### config.mk
export PLATFORM = sky130hd
export DESIGN_NAME = pi_controller_antiwindup
export DESIGN_NICKNAME = d
export VERILOG_FILES = /design/src/pica_pkg.sv /design/src/pica_ctrl.sv /design/src/pica_dp.sv /design/src/pi_controller_antiwindup.sv
export SDC_FILE = /design/constraint.sdc
export NUM_CORES = 2
export LEC_CHECK = 0
export BUFFER_PORTS_ARGS = -buffer_cell sky130_fd_sc_hd__clkbuf_2
export CAP_MARGIN = 30
export CORE_MARGIN = 8
export CORE_UTILIZATION = 30
export CTS_CLUSTER_DIAMETER = 200
export DETAILED_ROUTE_END_ITERATION = 10
export GPL_TIMING_DRIVEN = 0
export PLACE_DENSITY = 0.55
export SYNTH_ARGS = -nofsm -noshare
export SYNTH_HDL_FRONTEND = slang
export SYNTH_HIERARCHICAL = 1
export SYNTH_SLANG_ARGS = --single-unit
### constraint.sdc
create_clock -name aclk -period 11.3 [get_ports aclk]
set_input_delay 1.13 -clock aclk [delete_from_list [all_inputs] [get_ports aclk]]
set_output_delay 1.13 -clock aclk [all_outputs]
set_load 0.01 [all_outputs]
### src/pica_pkg.sv
// shared types, register indexes and fixed-point helpers for the pi controller
`timescale 1ns / 1ps

package pica_pkg;

    // configuration register indexes
    localparam logic [2:0] REG_PROP_GAIN     = 3'd0;
    localparam logic [2:0] REG_INTEG_GAIN    = 3'd1;
    localparam logic [2:0] REG_OUT_UPPER     = 3'd2;
    localparam logic [2:0] REG_OUT_LOWER     = 3'd3;
    localparam logic [2:0] REG_CLAMP_ENABLE  = 3'd4;
    localparam logic [2:0] REG_WINDUP_ENABLE = 3'd5;
    localparam logic [2:0] REG_WINDUP_GAIN   = 3'd6;

    // operand pairs for the shared multiplier
    typedef logic [1:0] mul_sel_t;
    localparam mul_sel_t MUL_KI_ERR = 2'd0;
    localparam mul_sel_t MUL_KP_ERR = 2'd1;
    localparam mul_sel_t MUL_WG_DIF = 2'd2;

    localparam logic signed [31:0] OUT_UPPER_RST = 32'sd65536;

    // commands from the sequencer to the datapath
    typedef struct packed {
        logic     load_in;
        logic     clr_integ;
        logic     mul_en;
        mul_sel_t mul_sel;
        logic     upd_integ;
        logic     upd_raw;
        logic     load_out;
        logic     upd_windup;
    } pica_cmd_t;

    // saturate a 34-bit signed value to 32 bits
    function automatic logic signed [31:0] sat34(input logic signed [33:0] v);
        logic signed [31:0] r;
        if ((&v[33:31]) || (~|v[33:31])) begin
            r = v[31:0];
        end else if (v[33]) begin
            r = 32'sh8000_0000;
        end else begin
            r = 32'sh7FFF_FFFF;
        end
        return r;
    endfunction

    // q16.16 product scaling: add half, floor shift by 16, saturate
    function automatic logic signed [31:0] q_scale(input logic signed [63:0] p);
        logic signed [63:0] t;
        logic signed [47:0] s;
        logic signed [31:0] r;
        t = p + 64'sh8000;
        s = t[63:16];
        if ((&s[47:31]) || (~|s[47:31])) begin
            r = s[31:0];
        end else if (s[47]) begin
            r = 32'sh8000_0000;
        end else begin
            r = 32'sh7FFF_FFFF;
        end
        return r;
    endfunction

endpackage

### src/pica_ctrl.sv
// sequencer for the pi controller: steps one sample through the datapath
`timescale 1ns / 1ps

module pica_ctrl import pica_pkg::*; (
    input  logic      aclk,
    input  logic      aresetn,
    input  logic      s_valid,
    output logic      s_ready,
    input  logic      s_clear_integral,
    output logic      m_valid,
    input  logic      m_ready,
    output pica_cmd_t cmd
);

    localparam logic [2:0] ST_IDLE  = 3'd0;
    localparam logic [2:0] ST_MUL_I = 3'd1;
    localparam logic [2:0] ST_INTEG = 3'd2;
    localparam logic [2:0] ST_SUM   = 3'd3;
    localparam logic [2:0] ST_CLAMP = 3'd4;
    localparam logic [2:0] ST_MUL_W = 3'd5;
    localparam logic [2:0] ST_WIND  = 3'd6;

    logic [2:0] state_reg, state_next;
    logic       out_valid_reg, out_valid_next;
    logic       out_free;

    assign s_ready  = (state_reg == ST_IDLE);
    assign m_valid  = out_valid_reg;
    assign out_free = !out_valid_reg || m_ready;

    always_comb begin
        state_next = state_reg;
        cmd        = '0;
        cmd.mul_sel = MUL_KI_ERR;
        case (state_reg)
            ST_IDLE: begin
                if (s_valid) begin
                    cmd.load_in   = 1'b1;
                    cmd.clr_integ = s_clear_integral;
                    state_next    = s_clear_integral ? ST_CLAMP : ST_MUL_I;
                end
            end
            ST_MUL_I: begin
                cmd.mul_en  = 1'b1;
                cmd.mul_sel = MUL_KI_ERR;
                state_next  = ST_INTEG;
            end
            ST_INTEG: begin
                cmd.upd_integ = 1'b1;
                cmd.mul_en    = 1'b1;
                cmd.mul_sel   = MUL_KP_ERR;
                state_next    = ST_SUM;
            end
            ST_SUM: begin
                cmd.upd_raw = 1'b1;
                state_next  = ST_CLAMP;
            end
            ST_CLAMP: begin
                // hold here while the previous result is still unread
                if (out_free) begin
                    cmd.load_out = 1'b1;
                    state_next   = ST_MUL_W;
                end
            end
            ST_MUL_W: begin
                cmd.mul_en  = 1'b1;
                cmd.mul_sel = MUL_WG_DIF;
                state_next  = ST_WIND;
            end
            ST_WIND: begin
                cmd.upd_windup = 1'b1;
                state_next     = ST_IDLE;
            end
            default: begin
                state_next = ST_IDLE;
            end
        endcase
    end

    always_comb begin
        out_valid_next = out_valid_reg;
        if (cmd.load_out) begin
            out_valid_next = 1'b1;
        end else if (m_ready) begin
            out_valid_next = 1'b0;
        end
    end

    always_ff @(posedge aclk) begin
        if (!aresetn) begin
            state_reg     <= ST_IDLE;
            out_valid_reg <= 1'b0;
        end else begin
            state_reg     <= state_next;
            out_valid_reg <= out_valid_next;
        end
    end

endmodule

### src/pica_dp.sv
// datapath for the pi controller: settings, loop state and shared multiplier
`timescale 1ns / 1ps

module pica_dp import pica_pkg::*; (
    input  logic               aclk,
    input  logic               aresetn,
    input  logic               cfg_wr_en,
    input  logic [2:0]         cfg_index,
    input  logic [31:0]        cfg_data,
    input  logic signed [31:0] s_reference,
    input  logic signed [31:0] s_measured,
    input  pica_cmd_t          cmd,
    output logic signed [31:0] m_drive,
    output logic signed [31:0] m_unclamped
);

    logic signed [31:0] prop_gain_reg, integ_gain_reg, out_upper_reg, out_lower_reg;
    logic signed [31:0] windup_gain_reg;
    logic               clamp_enable_reg, windup_enable_reg;

    logic signed [31:0] err_reg, diff_reg;
    logic signed [63:0] prod_reg;
    logic signed [31:0] integ_reg, raw_reg, windup_reg;
    logic signed [31:0] drive_reg, unclamped_reg;

    logic signed [31:0] err_next, mul_a, mul_b, prod_q;
    logic signed [31:0] integ_next, raw_next, drive_c, diff_next, windup_next;

    // configuration writes
    always_ff @(posedge aclk) begin
        if (!aresetn) begin
            prop_gain_reg     <= '0;
            integ_gain_reg    <= '0;
            out_upper_reg     <= OUT_UPPER_RST;
            out_lower_reg     <= '0;
            clamp_enable_reg  <= 1'b0;
            windup_enable_reg <= 1'b0;
            windup_gain_reg   <= '0;
        end else if (cfg_wr_en) begin
            case (cfg_index)
                REG_PROP_GAIN:     prop_gain_reg     <= cfg_data;
                REG_INTEG_GAIN:    integ_gain_reg    <= cfg_data;
                REG_OUT_UPPER:     out_upper_reg     <= cfg_data;
                REG_OUT_LOWER:     out_lower_reg     <= cfg_data;
                REG_CLAMP_ENABLE:  clamp_enable_reg  <= cfg_data[0];
                REG_WINDUP_ENABLE: windup_enable_reg <= cfg_data[0];
                REG_WINDUP_GAIN:   windup_gain_reg   <= cfg_data;
                default: ;
            endcase
        end
    end

    assign err_next = sat34({{2{s_reference[31]}}, s_reference}
                          - {{2{s_measured[31]}}, s_measured});

    // shared multiplier operands
    always_comb begin
        case (cmd.mul_sel)
            MUL_KI_ERR: begin
                mul_a = integ_gain_reg;
                mul_b = err_reg;
            end
            MUL_KP_ERR: begin
                mul_a = prop_gain_reg;
                mul_b = err_reg;
            end
            MUL_WG_DIF: begin
                mul_a = windup_gain_reg;
                mul_b = diff_reg;
            end
            default: begin
                mul_a = windup_gain_reg;
                mul_b = diff_reg;
            end
        endcase
    end

    assign prod_q = q_scale(prod_reg);

    assign integ_next = sat34({{2{integ_reg[31]}}, integ_reg}
                            + {{2{prod_q[31]}}, prod_q}
                            + {{2{windup_reg[31]}}, windup_reg});
    assign raw_next   = sat34({{2{prod_q[31]}}, prod_q} + {{2{integ_reg[31]}}, integ_reg});

    // upper limit tested first, so it wins for a value above upper and below lower
    always_comb begin
        drive_c = raw_reg;
        if (clamp_enable_reg) begin
            if (raw_reg > out_upper_reg) begin
                drive_c = out_upper_reg;
            end else if (raw_reg < out_lower_reg) begin
                drive_c = out_lower_reg;
            end
        end
    end

    assign diff_next   = sat34({{2{drive_c[31]}}, drive_c} - {{2{raw_reg[31]}}, raw_reg});
    assign windup_next = (clamp_enable_reg && windup_enable_reg) ? prod_q : '0;

    // operand and result registers
    always_ff @(posedge aclk) begin
        if (cmd.load_in) begin
            err_reg <= err_next;
        end
        if (cmd.mul_en) begin
            prod_reg <= 64'(mul_a) * 64'(mul_b);
        end
        if (cmd.load_out) begin
            drive_reg     <= drive_c;
            unclamped_reg <= raw_reg;
            diff_reg      <= diff_next;
        end
    end

    // loop state
    always_ff @(posedge aclk) begin
        if (!aresetn) begin
            integ_reg  <= '0;
            raw_reg    <= '0;
            windup_reg <= '0;
        end else begin
            if (cmd.clr_integ) begin
                integ_reg <= '0;
            end else if (cmd.upd_integ) begin
                integ_reg <= integ_next;
            end
            if (cmd.upd_raw) begin
                raw_reg <= raw_next;
            end
            if (cmd.upd_windup) begin
                windup_reg <= windup_next;
            end
        end
    end

    assign m_drive     = drive_reg;
    assign m_unclamped = unclamped_reg;

endmodule

### src/pi_controller_antiwindup.sv
// top level of the pi controller with back-calculation anti-windup
`timescale 1ns / 1ps

// channel   | handshake              | payload
// ----------+------------------------+--------------------------------------------
// input     | s_valid / s_ready      | s_reference, s_measured, s_clear_integral
// result    | m_valid / m_ready      | m_drive, m_unclamped
// settings  | cfg_wr_en (no wait)    | cfg_index, cfg_data
//
// a normal beat takes the sequencer through mul_i, integ, sum, clamp, mul_w and
// wind before s_ready returns; a clear beat runs only clamp, mul_w and wind. the
// result is registered in the clamp step, and a new beat is taken only once the
// last one is through. the single 32x32 multiplier is used in turn for ki*err,
// kp*err and the anti-windup product.
// s_ready is high only while the sequencer is idle; a pending unread result
// does not block the next beat, but the clamp step waits until the output
// register is free. reset (aresetn low, synchronous) clears the loop state and
// restores the register defaults.

module pi_controller_antiwindup import pica_pkg::*; (
    input  logic               aclk,
    input  logic               aresetn,
    // settings write port
    input  logic               cfg_wr_en,
    input  logic [2:0]         cfg_index,
    input  logic [31:0]        cfg_data,
    // sample input
    input  logic               s_valid,
    output logic               s_ready,
    input  logic signed [31:0] s_reference,
    input  logic signed [31:0] s_measured,
    input  logic               s_clear_integral,
    // controller output
    output logic               m_valid,
    input  logic               m_ready,
    output logic signed [31:0] m_drive,
    output logic signed [31:0] m_unclamped
);

    // step commands from the sequencer
    pica_cmd_t cmd;

    // sequencer: multiply, integrate, sum, clamp, windup; a clear starts at clamp
    pica_ctrl u_ctrl (
        .aclk             (aclk),
        .aresetn          (aresetn),
        .s_valid          (s_valid),
        .s_ready          (s_ready),
        .s_clear_integral (s_clear_integral),
        .m_valid          (m_valid),
        .m_ready          (m_ready),
        .cmd              (cmd)
    );

    // datapath: settings registers, integrator, clamp and the shared multiplier
    pica_dp u_dp (
        .aclk        (aclk),
        .aresetn     (aresetn),
        .cfg_wr_en   (cfg_wr_en),
        .cfg_index   (cfg_index),
        .cfg_data    (cfg_data),
        .s_reference (s_reference),
        .s_measured  (s_measured),
        .cmd         (cmd),
        .m_drive     (m_drive),
        .m_unclamped (m_unclamped)
    );

    // a result is never written over one that is still waiting
    a_no_overwrite: assert property (@(posedge aclk) disable iff (!aresetn)
        cmd.load_out |-> (!m_valid || m_ready))
        else $error("result register loaded while previous beat unread");

    // one beat in flight: ready drops right after an accept
    a_one_in_flight: assert property (@(posedge aclk) disable iff (!aresetn)
        (s_valid && s_ready) |=> !s_ready)
        else $error("input accepted while a beat is in flight");

    // loading the result always raises valid
    a_load_shows: assert property (@(posedge aclk) disable iff (!aresetn)
        cmd.load_out |=> m_valid)
        else $error("result loaded but not presented");

    // integrator update, output load and windup update are separate steps
    a_steps_apart: assert property (@(posedge aclk) disable iff (!aresetn)
        $onehot0({cmd.upd_integ, cmd.load_out, cmd.upd_windup}))
        else $error("overlapping sequencer steps");

endmodule

==> report_table.html <==
<table>
<tr><th>Metric</th><th>Value</th></tr>
<tr><th colspan="2">Run status</th></tr>
<tr><td>Outcome</td><td>complete, no violations</td></tr>
<tr><th colspan="2">Placed design</th></tr>
<tr><td>Final HPWL from detailed placement</td><td>204700 microns</td></tr>
<tr><td>Last weighted congestion value of the routability-driven placer</td><td>1.107</td></tr>
<tr><td>Count of buffers from port buffering</td><td>170</td></tr>
<tr><td>Worst slack after detailed placement</td><td>-2238 ps</td></tr>
<tr><td>Post-Place Cells</td><td>9620</td></tr>
<tr><th colspan="2">Clocking</th></tr>
<tr><td>CTS tree</td><td>done</td></tr>
<tr><td>Clock-pin slew on the worst setup and hold paths</td><td>60 ps</td></tr>
<tr><td>Number of buffers created by CTS</td><td>49</td></tr>
<tr><td>Clock sink total</td><td>439</td></tr>
<tr><td>Largest buffer count on any clock path</td><td>3</td></tr>
<tr><td>Post-cts hold buffer count</td><td>0</td></tr>
<tr><td>Clock Root Buffer</td><td>clkbuf_16</td></tr>
<tr><td>H-tree level count</td><td>2</td></tr>
<tr><td>Source-to-sink clock delay at the later pin of the worst-skew pair</td><td>610 ps</td></tr>
<tr><th colspan="2">Route</th></tr>
<tr><td>DRT antenna net count</td><td>0</td></tr>
<tr><td>DR vias/cell</td><td>5.183</td></tr>
<tr><td>First-pass DRT Iterations</td><td>9</td></tr>
<tr><td>Vias after detailed routing</td><td>50356</td></tr>
<tr><td>Iter 0 DRT Violations</td><td>4576</td></tr>
<tr><td>Detail-routed net length per standard cell</td><td>24.99 microns</td></tr>
<tr><td>Total wire length</td><td>242800 microns</td></tr>
<tr><td>DRC violation count after routing</td><td>0</td></tr>
<tr><th colspan="2">Timing</th></tr>
<tr><td>Final Hold Viols</td><td>0</td></tr>
<tr><td>Final period util</td><td>0.9839</td></tr>
<tr><td>Number of max-slew violations in the final report</td><td>0</td></tr>
<tr><td>Period minus WS final</td><td>11120 ps</td></tr>
<tr><td>Slew of the pin with the lowest slew margin</td><td>1093 ps</td></tr>
<tr><td>Max Clock Freq</td><td>0.08994 GHz</td></tr>
<tr><td>Clock skew after layout</td><td>29.52 ps</td></tr>
<tr><td>Final setup viols</td><td>0</td></tr>
<tr><td>RSZ-0062 raised after global routing</td><td>no</td></tr>
<tr><td>Headroom to the max-slew limit</td><td>0.2506</td></tr>
<tr><td>Worst Setup Slack, final</td><td>181.4 ps</td></tr>
<tr><th colspan="2">Critical path</th></tr>
<tr><td>Worst reg-to-reg setup slack</td><td>180 ps</td></tr>
<tr><td>Top cell family by delay on the critical path</td><td>adder cells</td></tr>
<tr><td>CP max FO</td><td>10</td></tr>
<tr><td>Nature of the critical path startpoint</td><td>flip-flop</td></tr>
<tr><td>Critical Path Sink Type</td><td>flip-flop</td></tr>
<tr><td>Terminus of the critical flop-to-flop path</td><td>u_dp/prod_reg[63]</td></tr>
<tr><td>Worst R2R Start</td><td>u_ctrl/state_reg[0]</td></tr>
<tr><td>Worst setup path startpoint</td><td>u_ctrl/state_reg[0]</td></tr>
<tr><td>Crit Path Class</td><td>reg -&gt; reg</td></tr>
<tr><td>Length in cells of the worst reg-to-reg path</td><td>31</td></tr>
<tr><td>Arrival time at the worst endpoint</td><td>11460 ps</td></tr>
<tr><td>Buffering stage count on the worst path with inverters included</td><td>8</td></tr>
<tr><td>Required time worst endpoint</td><td>11640 ps</td></tr>
<tr><td>Critical Path Most Common Cell</td><td>fa_1</td></tr>
<tr><td>Master of the slowest instance on the critical path</td><td>clkbuf_1</td></tr>
<tr><td>CP max stage delay</td><td>760 ps</td></tr>
<tr><th colspan="2">Global route</th></tr>
<tr><td>Initial antenna violation count</td><td>12</td></tr>
<tr><td>Overflow after GRT</td><td>0</td></tr>
<tr><td>Pin count of the biggest net entering global routing</td><td>71</td></tr>
<tr><td>Vias in the first global route</td><td>50514</td></tr>
<tr><td>Global-route wire length before repair</td><td>347900 microns</td></tr>
<tr><td>Overall track demand over capacity in global routing</td><td>0.2177</td></tr>
<tr><th colspan="2">Min path</th></tr>
<tr><td>Type of the tightest min-delay check</td><td>reg -&gt; reg</td></tr>
<tr><td>Number of instances on the worst hold path</td><td>2</td></tr>
<tr><td>Hold path startpoint</td><td>u_dp/integ_gain_reg[19]</td></tr>
<tr><td>Hold worst-path end</td><td>u_dp/integ_gain_reg[19]</td></tr>
<tr><th colspan="2">Layout</th></tr>
<tr><td>Nets</td><td>8559</td></tr>
<tr><td>Number of cells in the finished layout apart from fillers</td><td>9716</td></tr>
<tr><td>Share of post-route cells with drive strength above 1</td><td>0.08782</td></tr>
<tr><td>Fillers</td><td>20839</td></tr>
<tr><td>Number of flip-flops under the largest register name</td><td>49</td></tr>
<tr><td>Layout overhead on the synthesized area</td><td>12.20%</td></tr>
<tr><th colspan="2">Power and ir drop</th></tr>
<tr><td>Switching fraction of total power</td><td>0.4915</td></tr>
<tr><td>Sw power</td><td>4.952 mW</td></tr>
<tr><td>Sequential group share of total power</td><td>0.218</td></tr>
<tr><td>Final Power</td><td>10.07 mW</td></tr>
<tr><td>Leakage power of the design</td><td>30.88 nW</td></tr>
<tr><td>Worst-case vdd ir drop</td><td>0.1098 mV</td></tr>
<tr><td>Total internal power</td><td>5.122 mW</td></tr>
<tr><td>Clock group share of total power</td><td>0.164</td></tr>
<tr><td>Fraction of power consumed by combinational cells</td><td>0.618</td></tr>
<tr><td>Power density over cell area</td><td>147.8 mW/mm^2</td></tr>
<tr><th colspan="2">Yosys</th></tr>
<tr><td>Post-synth EDFFs</td><td>177</td></tr>
<tr><td>Fraction of the yosys area taken by sequential cells</td><td>0.1739</td></tr>
<tr><td>Post-synth net total</td><td>8265</td></tr>
<tr><td>Number of cells produced by synthesis</td><td>6702</td></tr>
<tr><td>Dominant register cell in the synthesized netlist</td><td>dfxtp_1</td></tr>
<tr><td>YS warnings</td><td>6</td></tr>
<tr><td>Unique cell type count in the Yosys netlist</td><td>101</td></tr>
<tr><td>Async set-reset flop share out of synthesis</td><td>0</td></tr>
<tr><td>Cell area after synthesis</td><td>0.06074 sq mm</td></tr>
<tr><td>Flip-flop and latch count after synthesis</td><td>439</td></tr>
<tr><td>Per-instance average area after synthesis</td><td>9.063 sq um</td></tr>
<tr><th colspan="2">Die</th></tr>
<tr><td>Top-Level Pins</td><td>171</td></tr>
<tr><td># rows</td><td>165</td></tr>
<tr><td>Horiz. Die Dim</td><td>466.0 microns</td></tr>
<tr><td>Starting density of the core</td><td>0.3011</td></tr>
<tr><td>Vertical die dimension</td><td>466.0 microns</td></tr>
<tr><td>Total Die Area</td><td>0.2171 sq mm</td></tr>
<tr><td>Standard cell core area</td><td>0.2017 sq mm</td></tr>
<tr><th colspan="2">Job</th></tr>
<tr><td>Reported max-cap violation count</td><td>0</td></tr>
</table>
## per-layer routing
| metal | routed length (microns) | track usage | vias up |
|---|---|---|---|
| li1 | - | - | 21805 |
| met1 | 96890 | 0.2791 | 25399 |
| met2 | 105400 | 0.3340 | 2558 |
| met3 | 25420 | 0.06356 | 590 |
| met4 | 15120 | 0.1108 | 4 |
| met5 | 16 | 0 | - |
## layout make-up
type | instances | area, sq um | area share
diodes | 7 | 17.52 | 0.0002571
well taps | 2672 | 3343 | 0.04906
clock buffers | 62 | 1369 | 0.02009
clock inverters | 30 | 272.8 | 0.004003
repair buffers | 257 | 1896 | 0.02782
flip-flops and latches | 439 | 10560 | 0.1550
multi-input cells | 4818 | 45030 | 0.6607
inverters | 1146 | 4305 | 0.06318
plain buffers | 285 | 1355 | 0.01989
## cells in the final DEF (no fill, tap or decap), types with 63 or more instances in the layout
cell type	n
nor2_1	666
a221o_1	63
edfxtp_1	177
clkbuf_1	157
clkbuf_2	228
a21oi_1	198
a21boi_0	166
a21o_1	78
xor2_1	76
dfxtp_1	262
nand2_1	1028
xnor2_1	123
ha_1	373
fa_1	1082
inv_1	1144
o21ai_0	201
## worst min-delay path, stage by stage (launching register included)
cell and delay [ps]:
dfxtp_1 310, nand2_1 40, a21boi_0 60
## Yosys cell counts, drive strengths merged, types with 20 or more instances
cell	number	area share
a211oi	27	0.0036
a21boi	167	0.021
a21o	81	0.010
a21oi	201	0.017
a221o	63	0.010
a22o	31	0.0045
a31oi	43	0.0044
and2	20	0.0021
and3	20	0.0021
buf	50	0.0047
clkbuf	248	0.015
dfxtp	262	0.086
edfxtp	177	0.088
fa	1085	0.36
ha	373	0.077
inv	1144	0.071
mux2	34	0.0064
mux2i	66	0.011
nand2	1029	0.064
nand2b	44	0.0045
nand3	53	0.0044
nand4	41	0.0042
nor2	667	0.041
nor2b	37	0.0038
nor3	35	0.0030
o21a	61	0.0077
o21ai	242	0.020
xnor2	123	0.018
xor2	77	0.011
## how the worst max path moves through the flow
| stage | endpoint | slack (ps) | depth (start not counted) |
|---|---|---|---|
| floorplan | u_dp/prod_reg[59] | 1990 | 34 |
| detailed placement | u_dp/prod_reg[62] | -2240 | 34 |
| CTS | u_dp/prod_reg[63] | 100 | 34 |
| global placement | u_dp/prod_reg[62] | -2480 | 31 |
| finish | u_dp/prod_reg[63] | 180 | 31 |
| global route | u_dp/prod_reg[63] | 4 | 33 |
## cells by family (layout without fill, tap and decap cells)
| logic type | count (synthesis) | after routing | share of synthesized area |
|---|---|---|---|
| compound gates | 1033 | 1033 | 0.1145 |
| xor+xnor | 200 | 200 | 0.02884 |
| fa+ha+maj | 1467 | 1467 | 0.4361 |
| buf+inv | 1445 | 1780 | 0.09105 |
| flops | 439 | 439 | 0.1739 |
| mux | 100 | 100 | 0.01724 |
| other cells | 0 | 7 | 0 |
| simple gates | 2018 | 2018 | 0.1384 |
## power by group through the flow
stage                     sequential [mW]  clock (mW)  combinational (mW)
final                                2.19        1.65                6.23
after global routing                 2.21        1.74                6.75
after CTS                            2.18        1.69                6.11
after detailed placement             2.21           0                6.04
after global placement               2.21           0                5.88
after floorplan                      2.13           0                3.83
## metrics by stage
stage | hold slack [ps] | instance area [sq um] | setup TNS (ps) | utilization
after floorplan | 431.5 | 60740 | 0 | -
after CTS | 465.6 | 67800 | 0 | 0.3362
after detailed placement | 456.9 | 65920 | -33420 | 0.3268
after global placement | 449.8 | 64930 | -61990 | 0.3219
final | 463.2 | 68140 | 0 | 0.3378
after global routing | 479.9 | 68130 | 0 | 0.3378
## what timing repair did
action                     4_1_cts  5_1_grt
setup endpoints to repair       35       16
pin swaps                        0        3
gates resized for setup        138      121
setup buffers                    0        7
Power figures use the tool's default switching activity.
